File: src/hdl/ati_pkg.sv
`timescale 1ns / 1ps
`default_nettype none
// ----------------------------------------------------------------------------
// ati_pkg
// shared types, constants and anchor field helpers for the anchor table
// interpolator
// ----------------------------------------------------------------------------
package ati_pkg;

  localparam int AnchorW  = 33;
  localparam int PctW     = 15;
  localparam int ValW     = 17;
  localparam int RegSlots = 8;
  localparam int CfgAddrW = 6;
  localparam int CfgDataW = 64;
  localparam int CfgLsb   = 3;
  localparam int DivSteps = ValW;

  localparam logic signed [ValW-1:0] PctOne     = 17'sd256;
  localparam logic signed [ValW-1:0] PctHundred = 17'sd25600;
  localparam logic signed [ValW-1:0] ResMax     = 17'sd65535;
  localparam logic signed [ValW-1:0] ResMin     = {1'b1, {(ValW-1){1'b0}}};

  typedef enum logic [1:0] {
    RES_EMPTY,
    RES_LOW,
    RES_HIGH,
    RES_INTERP
  } res_sel_t;

  typedef struct packed {
    logic     load;
    logic     scan_init;
    logic     scan_step;
    logic     capture;
    logic     mul;
    logic     div_init;
    logic     div_step;
    logic     commit;
    res_sel_t sel;
  } ati_cmd_t;

  typedef struct packed {
    logic empty;
    logic below;
    logic above;
    logic hit;
    logic at_last;
    logic div_last;
  } ati_sts_t;

  // search key of an anchor: percent for forward, dB for inverse
  function automatic logic signed [ValW-1:0] anc_key(input logic [AnchorW-1:0] a,
                                                      input logic inv);
    logic signed [ValW-1:0] k;
    k = inv ? $signed(a[ValW-1:0]) : $signed({2'b00, a[AnchorW-2:ValW]});
    return k;
  endfunction

  // value of an anchor: dB for forward, percent for inverse
  function automatic logic signed [ValW-1:0] anc_val(input logic [AnchorW-1:0] a,
                                                      input logic inv);
    logic signed [ValW-1:0] v;
    v = inv ? $signed({2'b00, a[AnchorW-2:ValW]}) : $signed(a[ValW-1:0]);
    return v;
  endfunction

endpackage
`default_nettype wire

File: src/hdl/ati_regs.sv
`timescale 1ns / 1ps
`default_nettype none
// ----------------------------------------------------------------------------
// ati_regs
// apb anchor register file, one 33-bit anchor per 8-byte slot
// ----------------------------------------------------------------------------
module ati_regs #(
  parameter int ANCHOR_COUNT = 8
) (
  input  logic                                              clk,
  input  logic                                              rst_n,
  input  logic                                              cfg_psel,
  input  logic                                              cfg_penable,
  input  logic                                              cfg_pwrite,
  input  logic [ati_pkg::CfgAddrW-1:0]                      cfg_paddr,
  input  logic [ati_pkg::CfgDataW-1:0]                      cfg_pwdata,
  output logic [ati_pkg::CfgDataW-1:0]                      cfg_prdata,
  output logic                                              cfg_pready,
  output logic [ANCHOR_COUNT-1:0][ati_pkg::AnchorW-1:0]     anchors
);
  import ati_pkg::*;

  localparam int IW = $clog2(ANCHOR_COUNT);

  logic [ANCHOR_COUNT-1:0][AnchorW-1:0] anchor_r;
  logic [CfgAddrW-CfgLsb-1:0]           slot;
  logic                                 in_range;
  logic                                 wr_en;

  assign slot       = cfg_paddr[CfgAddrW-1:CfgLsb];
  assign in_range   = int'(slot) < ANCHOR_COUNT;
  assign cfg_pready = 1'b1;
  assign wr_en      = cfg_psel & cfg_penable & cfg_pwrite & cfg_pready & in_range;

  always_ff @(posedge clk) begin
    if (!rst_n) begin
      anchor_r <= '0;
    end else if (wr_en) begin
      anchor_r[slot[IW-1:0]] <= cfg_pwdata[AnchorW-1:0];
    end
  end

  always_comb begin
    cfg_prdata = '0;
    if (in_range) begin
      cfg_prdata = {{(CfgDataW-AnchorW){1'b0}}, anchor_r[slot[IW-1:0]]};
    end
  end

  assign anchors = anchor_r;

endmodule
`default_nettype wire

File: src/hdl/ati_ctrl.sv
`timescale 1ns / 1ps
`default_nettype none
// ----------------------------------------------------------------------------
// ati_ctrl
// sequencer: extent check, segment scan, multiply, serial divide, result
// ----------------------------------------------------------------------------
module ati_ctrl (
  input  logic              clk,
  input  logic              rst_n,
  input  logic              in_valid,
  input  logic              out_ready,
  input  ati_pkg::ati_sts_t sts,
  output ati_pkg::ati_cmd_t cmd,
  output logic              in_ready,
  output logic              out_valid
);
  import ati_pkg::*;

  typedef enum logic [2:0] {
    ST_IDLE,
    ST_CHECK,
    ST_SCAN,
    ST_MUL,
    ST_DINIT,
    ST_DIV,
    ST_DONE
  } state_t;

  state_t   state_r, state_nxt;
  res_sel_t sel_r, sel_nxt;
  logic     out_valid_r, out_valid_nxt;
  logic     out_free;

  assign out_free  = ~out_valid_r | out_ready;
  assign in_ready  = (state_r == ST_IDLE);
  assign out_valid = out_valid_r;

  always_comb begin
    state_nxt     = state_r;
    sel_nxt       = sel_r;
    out_valid_nxt = out_ready ? 1'b0 : out_valid_r;
    cmd           = '0;
    cmd.sel       = sel_r;
    case (state_r)
      ST_IDLE: begin
        if (in_valid) begin
          cmd.load = 1'b1;
          if (sts.empty) begin
            sel_nxt   = RES_EMPTY;
            state_nxt = ST_DONE;
          end else begin
            state_nxt = ST_CHECK;
          end
        end
      end
      ST_CHECK: begin
        if (sts.below) begin
          sel_nxt   = RES_LOW;
          state_nxt = ST_DONE;
        end else if (sts.above) begin
          sel_nxt   = RES_HIGH;
          state_nxt = ST_DONE;
        end else begin
          cmd.scan_init = 1'b1;
          state_nxt     = ST_SCAN;
        end
      end
      ST_SCAN: begin
        if (sts.hit) begin
          cmd.capture = 1'b1;
          state_nxt   = ST_MUL;
        end else if (sts.at_last) begin
          sel_nxt   = RES_HIGH;
          state_nxt = ST_DONE;
        end else begin
          cmd.scan_step = 1'b1;
        end
      end
      ST_MUL: begin
        cmd.mul   = 1'b1;
        state_nxt = ST_DINIT;
      end
      ST_DINIT: begin
        cmd.div_init = 1'b1;
        state_nxt    = ST_DIV;
      end
      ST_DIV: begin
        cmd.div_step = 1'b1;
        if (sts.div_last) begin
          sel_nxt   = RES_INTERP;
          state_nxt = ST_DONE;
        end
      end
      ST_DONE: begin
        if (out_free) begin
          cmd.commit    = 1'b1;
          out_valid_nxt = 1'b1;
          state_nxt     = ST_IDLE;
        end
      end
      default: begin
        state_nxt = ST_IDLE;
      end
    endcase
  end

  always_ff @(posedge clk) begin
    if (!rst_n) begin
      state_r     <= ST_IDLE;
      sel_r       <= RES_EMPTY;
      out_valid_r <= 1'b0;
    end else begin
      state_r     <= state_nxt;
      sel_r       <= sel_nxt;
      out_valid_r <= out_valid_nxt;
    end
  end

endmodule
`default_nettype wire

File: src/hdl/ati_dp.sv
`timescale 1ns / 1ps
`default_nettype none
// ----------------------------------------------------------------------------
// ati_dp
// datapath: table extent, segment registers, 17x17 multiplier, restoring
// divider one quotient bit per cycle, saturation and result register
// ----------------------------------------------------------------------------
module ati_dp #(
  parameter int ANCHOR_COUNT = 8
) (
  input  logic                                          clk,
  input  logic                                          rst_n,
  input  logic [ANCHOR_COUNT-1:0][ati_pkg::AnchorW-1:0] anchors,
  input  logic                                          in_inv,
  input  logic [ati_pkg::PctW-1:0]                      in_pct,
  input  logic signed [ati_pkg::ValW-1:0]               in_db,
  input  ati_pkg::ati_cmd_t                             cmd,
  output ati_pkg::ati_sts_t                             sts,
  output logic signed [ati_pkg::ValW-1:0]               res_value,
  output logic                                          res_empty
);
  import ati_pkg::*;

  localparam int IW  = $clog2(ANCHOR_COUNT);
  localparam int CW  = $clog2(ANCHOR_COUNT + 1);
  localparam int DCW = $clog2(DivSteps);

  // request and scan state
  logic                   inv_r;
  logic signed [ValW-1:0] q_r;
  logic [IW-1:0]          idx_r;
  logic signed [ValW-1:0] lo_k_r, lo_v_r;

  // segment operands
  logic [ValW-1:0]        dq_r, span_r;
  logic [ValW:0]          dv_r;
  logic signed [ValW-1:0] base_r;
  logic [2*ValW-1:0]      prod_r;
  logic [ValW-1:0]        rem_r, quo_r;
  logic [DCW-1:0]         div_cnt_r;

  logic signed [ValW-1:0] res_r;
  logic                   empty_r;

  // extent of the valid run
  logic                   run;
  logic [CW-1:0]          cnt;
  logic [IW-1:0]          last_idx;

  logic [AnchorW-1:0]     cur;
  logic signed [ValW-1:0] cur_k, cur_v, k0, v0;
  logic [ValW:0]          dq_full, span_full, dv_full, dv_abs;
  logic [ValW-1:0]        dv_mag;
  logic [ValW:0]          shifted;
  logic                   ge;
  logic [ValW+1:0]        quo_s, sum;
  logic signed [ValW-1:0] interp, res_nxt;

  always_comb begin
    run = 1'b1;
    cnt = '0;
    for (int i = 0; i < ANCHOR_COUNT; i++) begin
      if (run && anchors[i][AnchorW-1]) begin
        cnt = CW'(i + 1);
      end else begin
        run = 1'b0;
      end
    end
  end

  assign last_idx = IW'(cnt - CW'(1));

  assign cur   = anchors[idx_r];
  assign cur_k = anc_key(cur, inv_r);
  assign cur_v = anc_val(cur, inv_r);
  assign k0    = anc_key(anchors[0], inv_r);
  assign v0    = anc_val(anchors[0], inv_r);

  assign sts.empty    = ~anchors[0][AnchorW-1];
  assign sts.below    = q_r <= k0;
  assign sts.above    = q_r >= cur_k;
  assign sts.hit      = q_r <= cur_k;
  assign sts.at_last  = (idx_r == last_idx);
  assign sts.div_last = (div_cnt_r == DCW'(DivSteps - 1));

  assign dq_full   = {q_r[ValW-1], q_r} - {lo_k_r[ValW-1], lo_k_r};
  assign span_full = {cur_k[ValW-1], cur_k} - {lo_k_r[ValW-1], lo_k_r};
  assign dv_full   = {cur_v[ValW-1], cur_v} - {lo_v_r[ValW-1], lo_v_r};

  assign dv_abs = dv_r[ValW] ? (~dv_r + {{ValW{1'b0}}, 1'b1}) : dv_r;
  assign dv_mag = dv_abs[ValW-1:0];

  assign shifted = {rem_r, quo_r[ValW-1]};
  assign ge      = shifted >= {1'b0, span_r};

  // signed base plus signed quotient, then clamp to 17 bits
  assign quo_s = dv_r[ValW] ? (~{2'b00, quo_r} + {{(ValW+1){1'b0}}, 1'b1})
                            : {2'b00, quo_r};
  assign sum   = {{2{base_r[ValW-1]}}, base_r} + quo_s;

  always_comb begin
    if (!sum[ValW+1] && (sum[ValW] || sum[ValW-1])) begin
      interp = ResMax;
    end else if (sum[ValW+1] && !(sum[ValW] && sum[ValW-1])) begin
      interp = ResMin;
    end else begin
      interp = $signed(sum[ValW-1:0]);
    end
  end

  always_comb begin
    case (cmd.sel)
      RES_EMPTY:  res_nxt = '0;
      RES_LOW:    res_nxt = inv_r ? PctOne : v0;
      RES_HIGH:   res_nxt = inv_r ? PctHundred : cur_v;
      RES_INTERP: res_nxt = interp;
      default:    res_nxt = '0;
    endcase
  end

  always_ff @(posedge clk) begin
    if (!rst_n) begin
      idx_r     <= '0;
      div_cnt_r <= '0;
    end else begin
      if (cmd.load) begin
        idx_r <= last_idx;
      end else if (cmd.scan_init) begin
        idx_r <= IW'(1);
      end else if (cmd.scan_step) begin
        idx_r <= idx_r + IW'(1);
      end
      if (cmd.div_init) begin
        div_cnt_r <= '0;
      end else if (cmd.div_step) begin
        div_cnt_r <= div_cnt_r + DCW'(1);
      end
    end
  end

  always_ff @(posedge clk) begin
    if (cmd.load) begin
      inv_r <= in_inv;
      q_r   <= in_inv ? in_db : $signed({2'b00, in_pct});
    end
    if (cmd.scan_init) begin
      lo_k_r <= k0;
      lo_v_r <= v0;
    end else if (cmd.scan_step) begin
      lo_k_r <= cur_k;
      lo_v_r <= cur_v;
    end
    if (cmd.capture) begin
      dq_r   <= dq_full[ValW-1:0];
      span_r <= span_full[ValW-1:0];
      dv_r   <= dv_full;
      base_r <= lo_v_r;
    end
    if (cmd.mul) begin
      prod_r <= (2*ValW)'(dq_r) * (2*ValW)'(dv_mag);
    end
    if (cmd.div_init) begin
      rem_r <= prod_r[2*ValW-1:ValW];
      quo_r <= prod_r[ValW-1:0];
    end else if (cmd.div_step) begin
      rem_r <= ge ? shifted[ValW-1:0] - span_r : shifted[ValW-1:0];
      quo_r <= {quo_r[ValW-2:0], ge};
    end
    if (cmd.commit) begin
      res_r   <= res_nxt;
      empty_r <= (cmd.sel == RES_EMPTY);
    end
  end

  assign res_value = res_r;
  assign res_empty = empty_r;

endmodule
`default_nettype wire

File: src/hdl/anchor_table_interpolator.sv
`timescale 1ns / 1ps
`default_nettype none
// ----------------------------------------------------------------------------
// anchor_table_interpolator
// piecewise linear volume curve, percent to dB and dB to percent
//
//   channel  dir  contents
//   in_      in   tdata {db_query, pct_query}, tuser req_type
//   out_     out  tdata {pad, result_value}, tuser table_empty
//   cfg_     in   apb, anchor i at byte 8*i, 64-bit data
//
// one request at a time; an empty table goes straight to the result, an
// end-of-curve one follows the extent check or the scan, an interpolated
// one the scan (one anchor per cycle), multiply and 17-step divider
// the result register lets the next request in while a result waits
// synchronous active-low reset clears the anchors and the sequencer
// ----------------------------------------------------------------------------
module anchor_table_interpolator #(
  parameter int ANCHOR_COUNT = 8
) (
  input  logic                           clk,
  input  logic                           rst_n,
  input  logic                           in_tvalid,
  output logic                           in_tready,
  input  logic [31:0]                    in_tdata,   // pct_query, db_query
  input  logic                           in_tuser,   // req_type
  output logic                           out_tvalid,
  input  logic                           out_tready,
  output logic [23:0]                    out_tdata,  // result_value
  output logic                           out_tuser,  // table_empty
  input  logic                           cfg_psel,
  input  logic                           cfg_penable,
  input  logic                           cfg_pwrite,
  input  logic [ati_pkg::CfgAddrW-1:0]   cfg_paddr,
  input  logic [ati_pkg::CfgDataW-1:0]   cfg_pwdata,
  output logic [ati_pkg::CfgDataW-1:0]   cfg_prdata,
  output logic                           cfg_pready
);
  import ati_pkg::*;

  logic [ANCHOR_COUNT-1:0][AnchorW-1:0] anchors;
  ati_cmd_t                             cmd;
  ati_sts_t                             sts;
  logic signed [ValW-1:0]               res_value;
  logic                                 res_empty;

  ati_regs #(
    .ANCHOR_COUNT(ANCHOR_COUNT)
  ) u_regs (
    .clk        (clk),
    .rst_n      (rst_n),
    .cfg_psel   (cfg_psel),
    .cfg_penable(cfg_penable),
    .cfg_pwrite (cfg_pwrite),
    .cfg_paddr  (cfg_paddr),
    .cfg_pwdata (cfg_pwdata),
    .cfg_prdata (cfg_prdata),
    .cfg_pready (cfg_pready),
    .anchors    (anchors)
  );

  ati_ctrl u_ctrl (
    .clk      (clk),
    .rst_n    (rst_n),
    .in_valid (in_tvalid),
    .out_ready(out_tready),
    .sts      (sts),
    .cmd      (cmd),
    .in_ready (in_tready),
    .out_valid(out_tvalid)
  );

  ati_dp #(
    .ANCHOR_COUNT(ANCHOR_COUNT)
  ) u_dp (
    .clk      (clk),
    .rst_n    (rst_n),
    .anchors  (anchors),
    .in_inv   (in_tuser),
    .in_pct   (in_tdata[PctW-1:0]),
    .in_db    ($signed(in_tdata[PctW+ValW-1:PctW])),
    .cmd      (cmd),
    .sts      (sts),
    .res_value(res_value),
    .res_empty(res_empty)
  );

  assign out_tdata = {{(24-ValW){1'b0}}, res_value};
  assign out_tuser = res_empty;

endmodule
`default_nettype wire

File: config.mk
export PLATFORM = sky130hd
export DESIGN_NAME = anchor_table_interpolator
export DESIGN_NICKNAME = d
export VERILOG_FILES = /design/src/hdl/ati_pkg.sv /design/src/hdl/ati_regs.sv /design/src/hdl/ati_ctrl.sv /design/src/hdl/ati_dp.sv /design/src/hdl/anchor_table_interpolator.sv
export SDC_FILE = /design/constraint.sdc
export NUM_CORES = 2
export LEC_CHECK = 0
export ABC_CLOCK_PERIOD_IN_PS = 15800
export BUFFER_PORTS_ARGS = -buffer_cell sky130_fd_sc_hd__buf_2
export CORE_ASPECT_RATIO = 0.5
export CORE_MARGIN = 2
export CORE_UTILIZATION = 55
export DETAILED_ROUTE_END_ITERATION = 12
export HOLD_SLACK_MARGIN = 0.12
export PLACE_DENSITY = 0.73
export SYNTH_ARGS = -nofsm -noshare
export SYNTH_HDL_FRONTEND = slang
export SYNTH_SLANG_ARGS = --single-unit
File: constraint.sdc
create_clock -name clk -period 15.8 [get_ports clk]
set_input_delay 3.16 -clock clk [delete_from_list [all_inputs] [get_ports clk]]
set_output_delay 3.16 -clock clk [all_outputs]
set_load 0.01 [all_outputs]
==> After elaboration in Yosys (flattened, before gate mapping) <==
Index checks and enable logic that the tools add are counted.
Widths: inputs -> output; s select.
{ "classes": {"add_sub_neg": 10, "n_mul": 1, "order_cmp": 7, "n_eq_ne": 19, "n_mux": 80, "n_bitwise": 7, "n_reduce_logical": 23} }
{ "op_table": {"columns": ["op", "n"], "rows": [
  ["$mux 17", 18],
  ["$bwmux 264", 1],
  ["$bmux 33 s3", 2],
  ["$demux 33 s3", 1],
  ["$pmux 17 s4", 1],
  ["$mux 33", 2],
  ["$sub 17x17->17", 3],
  ["$mux 3", 16],
  ["$le 17x17->1", 2],
  ["$mul 17x17->34", 1],
  ["$mux 32", 1],
  ["$mux 1", 24],
  ["$pmux 3 s7", 1],
  ["$mux 2", 10],
  ["$add 19x1->19 const B", 1],
  ["$add 19x19->19", 1],
  ["$mux 19", 1],
  ["$not 17->19", 1],
  ["$ge 18x17->1", 1],
  ["$sub 17x17->18", 1],
  ["$add 17x1->17 const B", 1],
  ["$ge 17x17->1", 1],
  ["$not 17->17", 1],
  ["$mux 15", 1],
  ["30 further kinds", 54]
]} }
{ "totals": {"reg_bits": 485, "inputBits": 110, "out_inout_bits": 92, "word_cells": 174} }

==> Depth between registers and ports, before layout <==
{ "logic_depth": {"word_depth": 23, "depth_mapped": 30, "ltp_nobuf": 28} }

==> Cells and area by module <==
Synthesis repeated with hierarchy kept, for this count alone.
{ "unflattened": {"cells_unflattened": 3708, "hier_area_um2": 38031.5} }
{ "by_module_without_submodules": {"columns": ["mod", "instances", "cells_per_inst", "area_each_um2", "seq_area_each_um2"], "rows": [
  ["ati_dp", 1, 2584, 25803.5, 6376.1],
  ["ati_regs", 1, 1059, 11728.7, 5285.1],
  ["ati_ctrl", 1, 57, 442.9, 120.1],
  ["anchor_table_interpolator", 1, 8, 56.3, 0.0]
]} }

==> Worst setup path before layout <==
OpenSTA, ideal clock, no wires.
{ "synth_path": {"path_type": "in2out", "startpoint": "input port cfg_paddr[3] (netlist bit)", "endpoint": "output port cfg_prdata[14] (netlist bit)", "arrival_ns": 4.475, "t_required_ns": 12.640, "setup_slack_ns": 8.165, "stages": 5, "n_path_buf": 2, "path_cell_list": "clkbuf_1 > nor3b_1 > clkbuf_1 > a22oi_1 > nand4_1"} }
{ "synth_between": {"elab_chain_cells": 2} }
{ "synth_lines": {"columns": ["item", "line", "rtl"], "rows": [
  ["start, declared", "anchor_table_interpolator.sv:34", "input logic [ati_pkg::CfgAddrW-1:0] cfg_paddr,"],
  ["$bmux 33 s3", "ati_regs.sv:46", "cfg_prdata = {{(CfgDataW-AnchorW){1'b0}}, anchor_r[slot[IW-1:0]]};"],
  ["$mux 33 (not written as such)", "ati_regs.sv:46", null],
  ["end, declared", "anchor_table_interpolator.sv:36", "output logic [ati_pkg::CfgDataW-1:0] cfg_prdata,"]
]} }
No other way between the ends. The select of a mux whose other input is x is not followed.

==> Worst setup path after layout <==
{ "layout_path": {"startpoint": "register u_dp.dv_r[3]", "endpoint": "register u_dp.prod_r[26], data pin"} }
{ "layout_between": {"elab_chain_cells": 4} }
{ "layout_lines": {"columns": ["item", "line", "rtl"], "rows": [
  ["start, declared", "ati_dp.sv:36", "logic [ValW:0] dv_r;"],
  ["start signal, assigned", "ati_dp.sv:156", "dv_r <= dv_full;"],
  ["$not 17->17", "ati_dp.sv:90", "assign dv_abs = dv_r[ValW] ? (~dv_r + {{ValW{1'b0}}, 1'b1}) : dv_r;"],
  ["$add 17x1->17", "ati_dp.sv:90", null],
  ["$mux 17 (*)", "ati_dp.sv:90", null],
  ["$mul 17x17->34 (*)", "ati_dp.sv:160", "prod_r <= (2*ValW)'(dq_r) * (2*ValW)'(dv_mag);"],
  ["end signal, assigned", "ati_dp.sv:160", null],
  ["end, declared", "ati_dp.sv:38", "logic [2*ValW-1:0] prod_r;"]
]} }
Mark *: on every way between the ends. The rest lies on a longest branch, timed or not.
A chain may end at the register's enable or synchronous reset.

==> results.py <==
metrics = {
    "global_routing": {
        "use_met3_pct": 5.58,
        "use_met2_pct": 47.5,
        "antenna_found_initial": 8,
        "grt-ovfl-total": 0,
        "track_usage_pct": 30.2,
        "grt_pass1_wl_microns": 165000,
        "gr-max-usage-layer": "met2",
        "globalRouteMet1Util_pct": 40.6,
        "grt_max_degree": 123,
        "grt_pass1_vias": 29900,
    },
    "synthesis": {
        "synth_seq_cells": 485,
        "synthMuxAreaShare_pct": 6.75,
        "synth_xor_area_share_pct": 3.18,
        "synthSimpleGateAreaFrac_pct": 16.9,
        "ys_seq_area_share_pct": 32.0,
        "avgSynthCellArea_sq_um": 8.93,
        "synth_top_family_by_area": "adder cells",
        "synthAdderAreaFrac_pct": 20.3,
        "async_flop_share_pct": 0,
        "synth-edff-count": 207,
        "syn_area_sq_mm": 0.0368,
        "synth-compound-area-share_pct": 13.3,
        "synth_cell_types": 79,
        "yosys_warnings": 0,
        "netlist_instances": 4124,
        "synth-main-ff-cell": "dfxtp_1",
        "synth_top_cell_area_share_pct": 16.9,
        "yosysTopAreaCell": "edfxtp_1",
        "synth_area_leaders": "edfxtp_1 17%, dfxtp_1 15%, fa_1 12%, nand2_1 9.4%, ha_1 7.9%",
    },
    "clock_network": {
        "clock_latency_ps": 630,
        "cts_buffers": 48,
        "cts_htree_levels": 2,
        "cts_tree": "built",
        "cts_buffer_depth": 3,
        "post_cts_buffers": 0,
        "cts_sinks": 485,
        "root_buffer": "clkbuf_16",
        "clk_pin_slew_worst_paths_ps": 70,
        "hold_buffers": 0,
        "cts_resized": 0,
    },
    "worst_setup_path": {
        "arrival_ps": 8320,
        "end_kind": "register",
        "cp_common_cell": "fa_1",
        "crit_fanout": 17,
        "timing.rr.start": "u_dp.dv_r[3]",
        "worst-r2r-cell-count": 24,
        "worstPathRequired_ps": 16160,
        "cp-startpoint": "u_dp.dv_r[3]",
        "r2r_slack_ps": 7830,
        "critical-path-top-delay-family": "adder cells",
        "reg2reg_to": "u_dp.prod_r[26]",
        "slowest_delay_ps": 780,
        "cp_num_buf_inv": 1,
        "path_class": "register to register",
        "path_cells": "nor4_1, nand2b_1, nor2_1, nand3_1, o41a_1, xor2_2, nand2_1, fa_1, fa_1, fa_1, fa_1, fa_1, fa_1, inv_1, ha_1, nor2_1, nor2_1, o21ai_0, a21oi_1, o41a_1, a22oi_1, nor2b_1, o21ai_1, xor2_1",
        "start_kind": "register",
        "critPathSlowestCell": "xor2_2",
    },
    "placed_design": {
        "portBuffers": 128,
        "hpwl_microns": 71500,
        "place_congestion": 0.938,
    },
    "sta": {
        "max_freq_mhz": 126,
        "finalClockSkew_ps": 44.4,
        "period_share_pct": 50.4,
        "min_period_ps": 7970,
        "slew_viol_final": 0,
        "finalSetupTns_ps": 0,
        "max-slew-margin-rel_pct": 17.7,
        "hold_viol_final": 0,
        "tightest_slew_ps": 1200,
        "rsz0062_at_grt": "no",
        "finalSetupViolCount": 0,
    },
    "cells_and_area": {
        "syn2layout_area_growth_pct": 7.40,
        "drive_gt1_share_pct": 9.55,
        "multi_input_area_sq_mm": 0.0225,
        "fill_cells": 5693,
        "seqCellArea_sq_mm": 0.0118,
        "nets": 4671,
    },
    "hold_path": {
        "holdPathEnd": "u_dp.base_r[3]",
        "hold_path_class": "register to register",
        "hp-start": "u_dp.lo_v_r[3]",
        "hold-path-cell-count": 0,
    },
    "die": {
        "die_x_microns": 370,
        "ios": 202,
        "rows": 67,
        "die_height_microns": 187,
        "core_area_sq_mm": 0.0666,
        "floorplan.initialDensity_pct": 55.3,
        "dieArea_sq_mm": 0.0692,
    },
    "route": {
        "drtIter0Drc": 3281,
        "drt_wl_total_microns": 105000,
        "route.detailed.drc": 0,
        "wl_per_cell_microns": 20.8,
        "via_per_inst": 6.02,
        "first_pass_iters": 6,
        "num_vias": 30300,
        "ant_nets": 0,
    },
    "flow_run": {
        "cap_viol_max_count": 0,
    },
    "status": {
        "run_status": "completed",
    },
}
-- synth_stat cells (10+ instances only) --
cell type,number
xor2_1,29
mux2_2,27
a21o_1,34
and2_1,147
nor2_1,120
buf_2,10
nor3_1,37
o21ai_1,12
nand2_1,918
buf_1,10
o31ai_1,13
dfxtp_1,278
nand4_1,55
nand3_1,43
inv_1,374
a21oi_1,352
o21ai_0,107
clkbuf_1,198
xnor2_1,101
mux4_2,64
ha_1,232
o2111ai_1,13
or3_1,10
mux2i_1,74
a211oi_1,18
edfxtp_1,207
buf_4,70
nor2b_1,26
a22oi_1,137
and3_1,16
o21a_1,21
fa_1,229
o21bai_1,12
nand2b_1,18
-- logic make-up after synthesis --
kind of cell | after synthesis
AOI/OAI and AO/OA | 794
xor gates and xnor gates | 132
adders and majority gates | 461
buffers and inverters | 667
DFF | 485
muxes | 165
other | 2
and+or+nand+nor | 1418
-- layer usage --
layer,routed length [microns],up-vias
met5,24,-
met1,42200,14600
met3,10500,360
met2,47000,1505
li1,-,13800
met4,5140,4
-- through the flow --
stage          area (sq um)  cells  setup slack, ps  hold WS (ps)  utilization (%)
6_report              39500   5038             7830           466             59.4
2_1_floorplan         37000   4161             8160           426                -
3_3_place_gp          37900   4947             7960           434             56.9
4_1_cts               39500   5033             7900           458             59.4
3_5_place_dp          37900   4947             7960           443             56.9
5_1_grt               39500   5036             7330           487             59.4
-- worst max-delay path by stage --
stage | end | slack (ps) | depth (start not counted)
4_1_cts | u_dp.prod_r[26] | 7900 | 24
6_report | u_dp.prod_r[26] | 7830 | 24
5_1_grt | u_dp.prod_r[26] | 7330 | 24
3_5_place_dp | u_dp.prod_r[31] | 7960 | 26
3_3_place_gp | u_dp.prod_r[31] | 7960 | 26
2_1_floorplan | cfg_prdata[14] | 8160 | 5
-- cell type report --
| type | instances | area share (%) |
|---|---|---|
| Tap cell | 897 | 2.84 |
| Clock buffer | 64 | 3.39 |
| Sequential cell | 485 | 29.8 |
| Inverter | 375 | 3.57 |
| Antenna cell | 5 | 0.0316 |
| Timing Repair Buffer | 181 | 2.63 |
| Multi-Input combinational cell | 3009 | 57.0 |
| Clock inverter | 22 | 0.769 |
-- worst register-to-register path, delay by kind of cell (launching register included) --
kind                     cells  cell delay [ps]
XOR/XNOR                     2              940
AND/OR/NAND/NOR              8             1490
flip-flops                   1              480
AO/OA/AOI/OAI                6             1480
buffers and inverters        1               50
adder cells (fa/ha/maj)      7             3300
-- flip-flops by register name (all words and copies together) (netlist names) --
register          flops
u_dp.span_r          17
u_dp.q_r             17
u_ctrl.state_r        3
u_regs.anchors      264
u_dp.base_r          17
u_ctrl.sel_r          2
u_dp.prod_r          34
u_dp.dv_r            18
u_dp.dq_r            17
u_dp.res_value       17
u_dp.inv_r            1
u_ctrl.out_valid      1
u_dp.lo_k_r          17
u_dp.idx_r            3
u_dp.div_cnt_r        5
u_dp.lo_v_r          17
u_dp.rem_r           17
u_dp.res_empty        1
u_dp.quo_r           17
-- cells in the final DEF, fill, tap and decap left out, types with 13 or more instances in the layout --
cell and instances:
fa_1 229, nand4_1 55, buf_4 53, mux2i_1 74
o31ai_1 13, a21oi_1 352, nor2_1 119, and3_1 16
xnor2_1 95, mux2_2 27, nor2b_1 24, inv_1 374
conb_1 39, o21a_1 21, a22oi_1 137, clkbuf_16 48
a211oi_1 18, buf_2 128, nand2_1 911, o21ai_0 107
o2111ai_1 13, a21o_1 34, xor2_1 27, ha_1 232
nand3_1 43, edfxtp_1 207, nor3_1 35, mux4_2 64
dfxtp_1 275, and2_1 146, nand2b_1 18
Power is not shown: default switching activity piles up to over one toggle a cycle in this logic, so the estimate is an artifact.
